<file path="src/mpq_pkg.sv">
`default_nettype none
package mpq_pkg;
  localparam int unsigned QueueDepthDef = 64;
  localparam int unsigned LevelsDef = 5;

  localparam int unsigned ModeW = 2;
  localparam int unsigned LevelW = 3;
  localparam int unsigned PidW = 6;
  localparam int unsigned StatusW = 3;
  localparam int unsigned SliceW = 5;
  localparam int unsigned CountW = 7;

  localparam logic [ModeW-1:0] ModePush = 2'd0;
  localparam logic [ModeW-1:0] ModePop = 2'd1;
  localparam logic [ModeW-1:0] ModeDelete = 2'd2;
  localparam logic [ModeW-1:0] ModeNop = 2'd3;

  localparam logic [StatusW-1:0] StOk = 3'd0;
  localparam logic [StatusW-1:0] StBadLevel = 3'd1;
  localparam logic [StatusW-1:0] StFull = 3'd2;
  localparam logic [StatusW-1:0] StEmpty = 3'd3;
  localparam logic [StatusW-1:0] StNotFound = 3'd4;
endpackage
`default_nettype wire

</file>
<file path="src/multilevel_process_queues_core.sv">
// Multilevel process queues: one FIFO of 6-bit process ids per priority level.
// Command channel: a word is taken on a rising edge with start high and
// busy low; it carries mode_i (push, pop, delete), level_i and process_id_i.
// Result channel: done_o is high for exactly one cycle with status_o,
// popped_id_o, slice_ticks_o and queue_count_o. The receiver cannot stall.
// Steps from the accepting edge to the result:
//   push, bad level, unused mode, or any error found from the count: no steps
//   pop: one memory read of the queue head
//   delete: a scan that reads all n entries of the queue; a hit adds a
//     pass that moves each entry behind the match at position pos down one
//     place to close the gap, with no move when the match is the tail entry.
// Each queue is a ring in one shared memory with one read and one write
// port; the scan and the gap closing move one entry per cycle over that
// port pair, which sets the delete time. busy is high until the result
// is presented; a new word may be taken in the cycle done_o is high.
// Reset clears the counts and head pointers; the entry memory needs no
// clearing since only entries below the count are ever read.
`default_nettype none
module multilevel_process_queues_core #(
  parameter int unsigned QUEUE_DEPTH = mpq_pkg::QueueDepthDef,
  parameter int unsigned LEVELS = mpq_pkg::LevelsDef
) (
  input  wire logic                         clk_i,
  input  wire logic                         rst_ni,
  input  wire logic                         start,
  output logic                              busy,
  input  wire logic [mpq_pkg::ModeW-1:0]    mode_i,
  input  wire logic [mpq_pkg::LevelW-1:0]   level_i,
  input  wire logic [mpq_pkg::PidW-1:0]     process_id_i,
  output logic                              done_o,
  output logic [mpq_pkg::StatusW-1:0]       status_o,
  output logic [mpq_pkg::PidW-1:0]          popped_id_o,
  output logic [mpq_pkg::SliceW-1:0]        slice_ticks_o,
  output logic [mpq_pkg::CountW-1:0]        queue_count_o
);
  localparam int unsigned CW = $clog2(QUEUE_DEPTH + 1);
  localparam int unsigned IW = $clog2(QUEUE_DEPTH);
  localparam int unsigned LW = (LEVELS > 1) ? $clog2(LEVELS) : 1;
  localparam int unsigned AW = $clog2(LEVELS * QUEUE_DEPTH);
  localparam int unsigned PW = mpq_pkg::PidW;

  localparam logic [1:0] S_IDLE = 2'd0;
  localparam logic [1:0] S_POP = 2'd1;
  localparam logic [1:0] S_SCAN = 2'd2;
  localparam logic [1:0] S_SHIFT = 2'd3;

  // ring position of logical entry k
  function automatic logic [IW-1:0] ring_pos(input logic [IW-1:0] h, input logic [CW-1:0] k);
    logic [CW:0] s;
    s = (CW+1)'(h) + (CW+1)'(k);
    if (s >= (CW+1)'(QUEUE_DEPTH)) s = s - (CW+1)'(QUEUE_DEPTH);
    return IW'(s);
  endfunction

  function automatic logic [AW-1:0] mem_addr(input logic [LW-1:0] lv, input logic [IW-1:0] p);
    return AW'(AW'(lv) * AW'(QUEUE_DEPTH) + AW'(p));
  endfunction

  logic [PW-1:0] mem [LEVELS*QUEUE_DEPTH];
  logic [PW-1:0] rdata_q;
  logic          we, re;
  logic [AW-1:0] waddr, raddr;
  logic [PW-1:0] wdata;

  always_ff @(posedge clk_i) begin
    if (we) mem[waddr] <= wdata;
    if (re) rdata_q <= mem[raddr];
  end

  logic [1:0]    state_q, state_d;
  logic [CW-1:0] cnt_q [LEVELS];
  logic [CW-1:0] cnt_d [LEVELS];
  logic [IW-1:0] head_q [LEVELS];
  logic [IW-1:0] head_d [LEVELS];
  logic [LW-1:0] lv_q, lv_d;
  logic [PW-1:0] pid_q, pid_d;
  logic [CW-1:0] k_q, k_d;       // next entry to read
  logic          rv_q, rv_d;     // read data valid next cycle
  logic [CW-1:0] rk_q, rk_d;     // entry index of read data
  logic          hit_q, hit_d;
  logic [CW-1:0] pos_q, pos_d;

  logic                          done_d;
  logic [mpq_pkg::StatusW-1:0]   st_d;
  logic [PW-1:0]                 pop_d;
  logic [mpq_pkg::SliceW-1:0]    sl_d;
  logic [mpq_pkg::CountW-1:0]    qc_d;

  logic [LW-1:0] lvi;
  logic [CW-1:0] n_i, n_q;
  assign lvi = LW'(level_i);
  assign n_i = cnt_q[lvi];
  assign n_q = cnt_q[lv_q];
  assign busy = (state_q != S_IDLE);

  always_comb begin
    state_d = state_q;
    cnt_d = cnt_q;
    head_d = head_q;
    lv_d = lv_q;
    pid_d = pid_q;
    k_d = k_q;
    rv_d = 1'b0;
    rk_d = rk_q;
    hit_d = hit_q;
    pos_d = pos_q;
    we = 1'b0;
    re = 1'b0;
    waddr = '0;
    raddr = '0;
    wdata = pid_q;
    done_d = 1'b0;
    st_d = mpq_pkg::StOk;
    pop_d = '0;
    sl_d = '0;
    qc_d = '0;
    case (state_q)
      S_IDLE: begin
        if (start) begin
          lv_d = lvi;
          pid_d = process_id_i;
          if (int'(level_i) >= int'(LEVELS)) begin
            done_d = 1'b1;
            st_d = mpq_pkg::StBadLevel;
          end else begin
            qc_d = mpq_pkg::CountW'(n_i);
            case (mode_i)
              mpq_pkg::ModePush: begin
                done_d = 1'b1;
                if (n_i >= CW'(QUEUE_DEPTH)) begin
                  st_d = mpq_pkg::StFull;
                end else begin
                  we = 1'b1;
                  waddr = mem_addr(lvi, ring_pos(head_q[lvi], n_i));
                  wdata = process_id_i;
                  cnt_d[lvi] = n_i + CW'(1);
                  qc_d = mpq_pkg::CountW'(n_i + CW'(1));
                end
              end
              mpq_pkg::ModePop: begin
                if (n_i == '0) begin
                  done_d = 1'b1;
                  st_d = mpq_pkg::StEmpty;
                end else begin
                  re = 1'b1;
                  raddr = mem_addr(lvi, head_q[lvi]);
                  state_d = S_POP;
                end
              end
              mpq_pkg::ModeDelete: begin
                if (n_i == '0) begin
                  done_d = 1'b1;
                  st_d = mpq_pkg::StNotFound;
                end else begin
                  k_d = '0;
                  hit_d = 1'b0;
                  state_d = S_SCAN;
                end
              end
              default: begin
                done_d = 1'b1;
              end
            endcase
          end
        end
      end
      S_POP: begin
        done_d = 1'b1;
        pop_d = rdata_q;
        sl_d = mpq_pkg::SliceW'(32'd1 << lv_q);
        head_d[lv_q] = ring_pos(head_q[lv_q], CW'(1));
        cnt_d[lv_q] = n_q - CW'(1);
        qc_d = mpq_pkg::CountW'(n_q - CW'(1));
        state_d = S_IDLE;
      end
      S_SCAN: begin
        if (rv_q && rdata_q == pid_q) begin
          hit_d = 1'b1;
          pos_d = rk_q;
        end
        if (k_q < n_q) begin
          re = 1'b1;
          raddr = mem_addr(lv_q, ring_pos(head_q[lv_q], k_q));
          rv_d = 1'b1;
          rk_d = k_q;
          k_d = k_q + CW'(1);
        end else if (!rv_q) begin
          if (!hit_q) begin
            done_d = 1'b1;
            st_d = mpq_pkg::StNotFound;
            qc_d = mpq_pkg::CountW'(n_q);
            state_d = S_IDLE;
          end else begin
            k_d = pos_q + CW'(1);
            state_d = S_SHIFT;
          end
        end
      end
      S_SHIFT: begin
        // entry rk moves down to rk-1
        if (rv_q) begin
          we = 1'b1;
          waddr = mem_addr(lv_q, ring_pos(head_q[lv_q], rk_q - CW'(1)));
          wdata = rdata_q;
        end
        if (k_q < n_q) begin
          re = 1'b1;
          raddr = mem_addr(lv_q, ring_pos(head_q[lv_q], k_q));
          rv_d = 1'b1;
          rk_d = k_q;
          k_d = k_q + CW'(1);
        end else if (!rv_q) begin
          done_d = 1'b1;
          cnt_d[lv_q] = n_q - CW'(1);
          qc_d = mpq_pkg::CountW'(n_q - CW'(1));
          state_d = S_IDLE;
        end
      end
      default: begin
        state_d = S_IDLE;
      end
    endcase
  end

  always_ff @(posedge clk_i or negedge rst_ni) begin
    if (!rst_ni) begin
      state_q <= S_IDLE;
      rv_q <= 1'b0;
      hit_q <= 1'b0;
      done_o <= 1'b0;
      for (int i = 0; i < int'(LEVELS); i++) begin
        cnt_q[i] <= '0;
        head_q[i] <= '0;
      end
    end else begin
      state_q <= state_d;
      rv_q <= rv_d;
      hit_q <= hit_d;
      done_o <= done_d;
      cnt_q <= cnt_d;
      head_q <= head_d;
    end
  end

  always_ff @(posedge clk_i) begin
    lv_q <= lv_d;
    pid_q <= pid_d;
    k_q <= k_d;
    rk_q <= rk_d;
    pos_q <= pos_d;
    status_o <= st_d;
    popped_id_o <= pop_d;
    slice_ticks_o <= sl_d;
    queue_count_o <= qc_d;
  end
endmodule
`default_nettype wire

</file>
<file path="config.mk">
export PLATFORM = sky130hd
export DESIGN_NAME = multilevel_process_queues_core
export DESIGN_NICKNAME = d
export VERILOG_FILES = /design/src/mpq_pkg.sv /design/src/multilevel_process_queues_core.sv
export SDC_FILE = /design/constraint.sdc
export NUM_CORES = 2
export LEC_CHECK = 0
export ABC_AREA = 1
export BUFFER_PORTS_ARGS = -buffer_cell sky130_fd_sc_hd__buf_2
export CORE_MARGIN = 2
export CORE_UTILIZATION = 55
export CTS_CLUSTER_DIAMETER = 200
export CTS_CLUSTER_SIZE = 25
export DETAILED_ROUTE_END_ITERATION = 8
export GPL_TIMING_DRIVEN = 1
export PLACE_DENSITY = 0.73
export SYNTH_ARGS = -nofsm -noshare
export SYNTH_HDL_FRONTEND = slang
export SYNTH_SLANG_ARGS = --single-unit
</file>
<file path="constraint.sdc">
create_clock -name clk_i -period 12 [get_ports clk_i]
set_clock_uncertainty 0.1 [all_clocks]
set_input_delay 0.6 -clock clk_i [delete_from_list [all_inputs] [get_ports clk_i]]
set_output_delay 0.6 -clock clk_i [all_outputs]
set_load 0.01 [all_outputs]
</file>
After elaboration in Yosys (flattened, before gate mapping):

Memories as Yosys holds them, arrays and structs flattened. A register that Yosys moved wholly into a read port is not among the register bits.
Index checks and enable logic that the tools add are counted.

* shifts and indexed selects: 1
* bitwise gates (word level): 2
* reduce and logical (&&, ||, !) cells: 19
* $lt $le $gt $ge: 11
* $add $sub $neg: 18
* eq/ne operators: 23
* multiplexer cells: 133

Operators with widths (number)
* 35-bit 2-to-1 mux: 6
* 7-bit 2-to-1 mux: 23
* 6-bit 2-to-1 mux: 25
* 35-bit one-hot mux with 3 select lines: 1
* 9-bit 2-to-1 mux: 11
* 35-bit bitwise mux: 2
* 9-bit by 6-bit adder with 9-bit output: 5
* 7-bit binary-select mux with 3-bit select: 2
* 7-bit demux with 3-bit select: 2
* 6-bit binary-select mux with 3-bit select: 2
* 30-bit bitwise mux: 1
* 7-bit one-hot mux with 4 select lines: 1
* 1-bit 2-to-1 mux: 27
* 9-bit one-hot mux with 3 select lines: 1
* 6-bit by 7-bit adder with 8-bit output: 3
* 8-bit by 7-bit >= comparator with 1-bit output, second input constant: 3
* 6-bit by 1-bit subtractor with 6-bit output, second input constant: 4
* 2-bit 2-to-1 mux: 11
* 7-bit by 1-bit adder with 7-bit output, second input constant: 3
* 7-bit one-hot mux with 3 select lines: 1
* 2-bit != test, second input constant: 10
* 6-bit demux with 3-bit select: 1
* 3-bit 2-to-1 mux: 6
* 9-bit one-hot mux with 2 select lines: 1
* other kinds (33): 55

* bits of input ports: 14
* memories: 1
* word-level logic and storage cells: 231
* flip-flop bits (word level): 121
* memory bits (writable): 1920

Memories
* mem: words 320, width 6, rd ports 1, clocked after Yosys merged registers in 1, write ports 1, line multilevel_process_queues_core.sv:59 `logic [PW-1:0] mem [LEVELS*QUEUE_DEPTH];`

Longest topological paths before layout:

* word-level depth: 18
* mapped depth: 31

Worst setup path after synthesis:

No wires, ideal clock.

* path kind: flip-flop to flip-flop
* start: register state_q[1]
* end: memory mem[0][0] (netlist name), data pin
* slack: -1.120 ns
* arrival time: 10.912 ns
* setup time: 2.108 ns
* stages on the path, launching flop included: 7
* path through: dfrtp_1 > inv_1 > ha_1 > inv_1 > clkbuf_1 > clkbuf_1 > a31oi_1

* cells in the longest elaborated chain, start to end: 2
* elaborated cells on any way between the ends: 3

RTL lines
* start, declared: line multilevel_process_queues_core.sv:70 `logic [1:0] state_q, state_d;`
* start signal, assigned: line multilevel_process_queues_core.sv:236 `state_q <= state_d;`
* 2-bit == test / 2-bit zero test (equally long branches): line multilevel_process_queues_core.sv:117 `case (state_q)`
* 6-bit one-hot mux with 2 select lines (*): line multilevel_process_queues_core.sv:117
* via wdata[0]: line multilevel_process_queues_core.sv:63 `logic [PW-1:0] wdata;`
* end, declared: line multilevel_process_queues_core.sv:59

The timed path passes the listed nets; every way through them passes the cells marked *.

Final worst setup path:

* start: register lv_q[2]
* end: register rdata_q[2], read port of mem, data pin

* cells in the longest elaborated chain, start to end: 12
* elaborated cells on any way between the ends: 22

RTL lines
* start, declared: line multilevel_process_queues_core.sv:75 `logic [LW-1:0] lv_q, lv_d;`
* start signal, assigned: line multilevel_process_queues_core.sv:246 `lv_q <= lv_d;`
* 3-bit inverter with 4-bit output (not written as such): line multilevel_process_queues_core.sv:93, multilevel_process_queues_core.sv:183, multilevel_process_queues_core.sv:208
* 6-bit binary-select mux with 3-bit select: line multilevel_process_queues_core.sv:183, multilevel_process_queues_core.sv:208
* 6-bit 2-to-1 mux (not written as such) (2 in series): line multilevel_process_queues_core.sv:183, multilevel_process_queues_core.sv:208
* 6-bit by 7-bit adder with 8-bit output: line multilevel_process_queues_core.sv:50 `s = (CW+1)'(h) + (CW+1)'(k);`
* 8-bit by 7-bit >= comparator with 1-bit output / 6-bit by 1-bit subtractor with 6-bit output (equally long branches): line multilevel_process_queues_core.sv:51 `if (s >= (CW+1)'(QUEUE_DEPTH)) s = s - (CW+1)'(QUEUE_DEPTH);`
* 6-bit 2-to-1 mux: line multilevel_process_queues_core.sv:51
* 6-bit 2-to-1 mux: line multilevel_process_queues_core.sv:181, multilevel_process_queues_core.sv:206
* 6-bit 2-to-1 mux: line multilevel_process_queues_core.sv:117
* 9-bit by 6-bit adder with 9-bit output: line multilevel_process_queues_core.sv:56 `return AW'(AW'(lv) * AW'(QUEUE_DEPTH) + AW'(p));`
* 9-bit 2-to-1 mux, on equally long branches: line multilevel_process_queues_core.sv:206, multilevel_process_queues_core.sv:181
* 9-bit one-hot mux with 3 select lines: line multilevel_process_queues_core.sv:117
* end, declared: line multilevel_process_queues_core.sv:60 `logic [PW-1:0] rdata_q;`

Parallel ways exist; a longest one is shown, timed or not. The select of a mux whose other input is x is not followed.
A chain may end at the register's enable or synchronous reset.

==> results.toml <==
[synth]
syn_area_per_cell_sq_um = 10.91
ys_types = 62
netlist_top_cells_area = "edfxtp_1 (64%), nand3_1 (8.6%), nand2_1 (6.0%)"
ys_ff_latch = 2047
synthXorXnorAreaFrac_pct = 0.3254
netlist.area_leader.share_pct = 64.19
synthesis.nets = 8443
muxShareOfSynthArea_pct = 0
ys_warn_count = 0
synthCells = 8390
syn-cell-area_sq_um = 91510
synthSimpleGateAreaFrac_pct = 21.77
ys_async_sr_fraction_pct = 3.420
synth_top_family_by_area = "simple AND/OR/NAND/NOR gates"
seq_area_frac_synth_pct = 66.56
synthAdderAreaFrac_pct = 0.5579
synth_compound_area_share_pct = 4.002
synth_edf_count = 1956
synthFlopType = "edfxtp_1"
synth_top_cell_by_area = "edfxtp_1"

[route]
drc = 0
drt_pre_antenna_iters = 6
drt_iter0_drc = 9250
wl_microns = 242500
via_per_inst = 6.042
num_vias = 62090
ant_nets = 0
wire_per_inst_microns = 23.60

[floorplan]
die_y_microns = 411.9
initial_utilization_pct = 55.40
die_area_sq_um = 169700
num_rows = 149
dieWidth_microns = 411.9
ios = 37
core_region_area_sq_um = 165200

[cells_and_area]
final_nets = 8118
area_delta_synth_final_pct = 4.380
fillers = 13400
drive_gt1_share_pct = 5.331
post-route-util_pct = 57.83
instances_no_fill = 10280
layout_common_cells = "edfxtp_1 (1956), nand3_1 (1580), nand2_1 (1450)"
final_common_cell = "edfxtp_1"

[clock_network]
clock_path_buffers = 3
cts.sinks = 2047
cts_resized = 0
clkLatencyLatePin_ns = 0.77
clk_pin_slew_ns = 0.10
htreeDepth = 3
cts_buffers = 91
cts_tree = "yes"
clock-root-buffer = "clkbuf_16"

[timing]
fmax_mhz = 126.1
finalHoldViolCount = 0
setup_ws_ns = 4.067
setup_violations = 0
whs_ns = 0.1491
slew_violations = 0
min_period_ns = 7.933
worst_slew_pin_slew_ns = 1.388
period_share_pct = 66.11
slew_headroom_pct = 7.123
grt_setup_unrepaired = "false"

[worst_setup_path]
cp-start-kind = "flip-flop"
critPathSlowestCell = "a21oi_4"
required_ns = 12.51
critical_path_class = "reg2reg"
max_stage_delay_ns = 0.86
worstSetupEndpointType = "flip-flop"
worstPathArrival_ns = 8.44
cp_max_fo = 43

[global_routing]
grt_max_degree = 251
grt.total_usage_pct = 28.25
grt_pass1_vias = 59530
grt_pass1_wl_microns = 365200
grt_antenna_before_repair = 7
grt_overflow_total = 0

[placement]
dp_cells = 10150
io_buffers = 36
gp_congestion = 0.9353
hpwl_microns = 137000
preCtsSetupSlack_ns = 4.275

[status]
status = "complete, no violations"

[pwr]
p_total_w = 0.02329
p_leak_nw = 35.16
ir_drop_mv = 0.5082
power_density_nw_per_um2 = 243.9

[job]
maxCapViolations = 0

[hold_path]
hold_path.class = "in2reg"
[final cells by class]
cell class,count,area (sq um),share of cell area (%)
multi-input combinational,4819,24610,25.77
clock buffer,109,2430,2.544
tap,2189,2739,2.868
antenna,3,7.507,0.007860
inverter,982,3721,3.896
clock inverter,4,53.80,0.05633
timing repair buffer,124,1041,1.090
sequential,2047,60910,63.77
[stage by stage]
step / TNS [ns] / cell area, sq um
CTS: 0 / 95510
global route: 0 / 95510
global placement: 0 / 92930
detailed placement: 0 / 92950
finish: 0 / 95510
floorplan: -2150.56 / 91510
[per-layer routing]
layer | GRT usage (%) | vias to the layer above | part of all wire [%]
met4 | 11.48 | 6 | 4.1
met3 | 4.715 | 479 | 10
met1 | 39.05 | 30170 | 39
li1 | - | 28160 | -
met2 | 44.82 | 3270 | 46
met5 | 0 | - | 0.014
[final timing paths]
check	startpoint	endpoint	slack, ns	cells past startpoint
setup / recovery	lv_q[2]	rdata_q[2]	4.07	25
setup reg to reg	lv_q[2]	rdata_q[2]	4.07	25
hold / removal	level_i[2]	lv_q[2]	0.15	1
min in group asynchronous	rst_ni	cnt_q[23]	0.49	3
max in group asynchronous	rst_ni	head_q[2]	10.70	3
hold reg to reg	rk_q[6]	pos_q[6]	0.34	0
[synthesized netlist by cell type (26+ instances only)]
library cell / instances
a21oi_1: 38
buf_1: 64
buf_2: 141
buf_4: 29
buf_6: 26
clkbuf_1: 282
dfrtp_1: 70
edfxtp_1: 1956
ha_1: 36
inv_1: 963
nand2_1: 1468
nand3_1: 1580
nand3b_1: 443
nor2_1: 462
o211ai_1: 202
o21ai_0: 204
o22ai_1: 65
or2_1: 26
or2_2: 144
[worst max-delay path: cells and delay by family, from the launching register on]
family | cells | cell delay, ns
AO/OA/AOI/OAI | 5 | 2.32
AND/OR/NAND/NOR | 13 | 2.48
adder cells (fa/ha/maj) | 1 | 0.37
buffers and inverters | 6 | 1.85
flip-flops | 1 | 0.53
[flip-flops by register name (all words and copies together) (netlist names)]
| name | flops |
|---|---|
| rv_q | 1 |
| pid_q | 6 |
| rk_q | 7 |
| status_o | 3 |
| mem | 1920 |
| k_q | 7 |
| hit_q | 1 |
| cnt_q | 35 |
| head_q | 30 |
| lv_q | 3 |
| pos_q | 7 |
| popped_id_o | 6 |
| slice_ticks_o | 5 |
| done_o | 1 |
| rdata_q | 6 |
| state_q | 2 |
| queue_count_o | 7 |
[repair_timing]
action                                 in CTS  in global routing
endpoints found under the hold margin      76                  0
setup buffers                               0                  0
hold buffers                                7                  0
[cells by family (layout without fill, tap and decap cells)]
group	after synthesis	in the layout
compound gates	575	575
xor+xnor	34	34
fa+ha+maj	39	39
buf+inv	1524	1219
flops	2047	2047
other cells	0	3
simple gates	4171	4171
[report_power, final]
group	leakage, nW	total (W)	internal (W)	switching, W
Clock	1.22	0.00358	0.00144	0.00214
Combinational	15.2	0.00909	0.00183	0.00726
Sequential	18.7	0.0106	0.0104	0.000196
No activity file was read; power rests on OpenSTA's default activity.
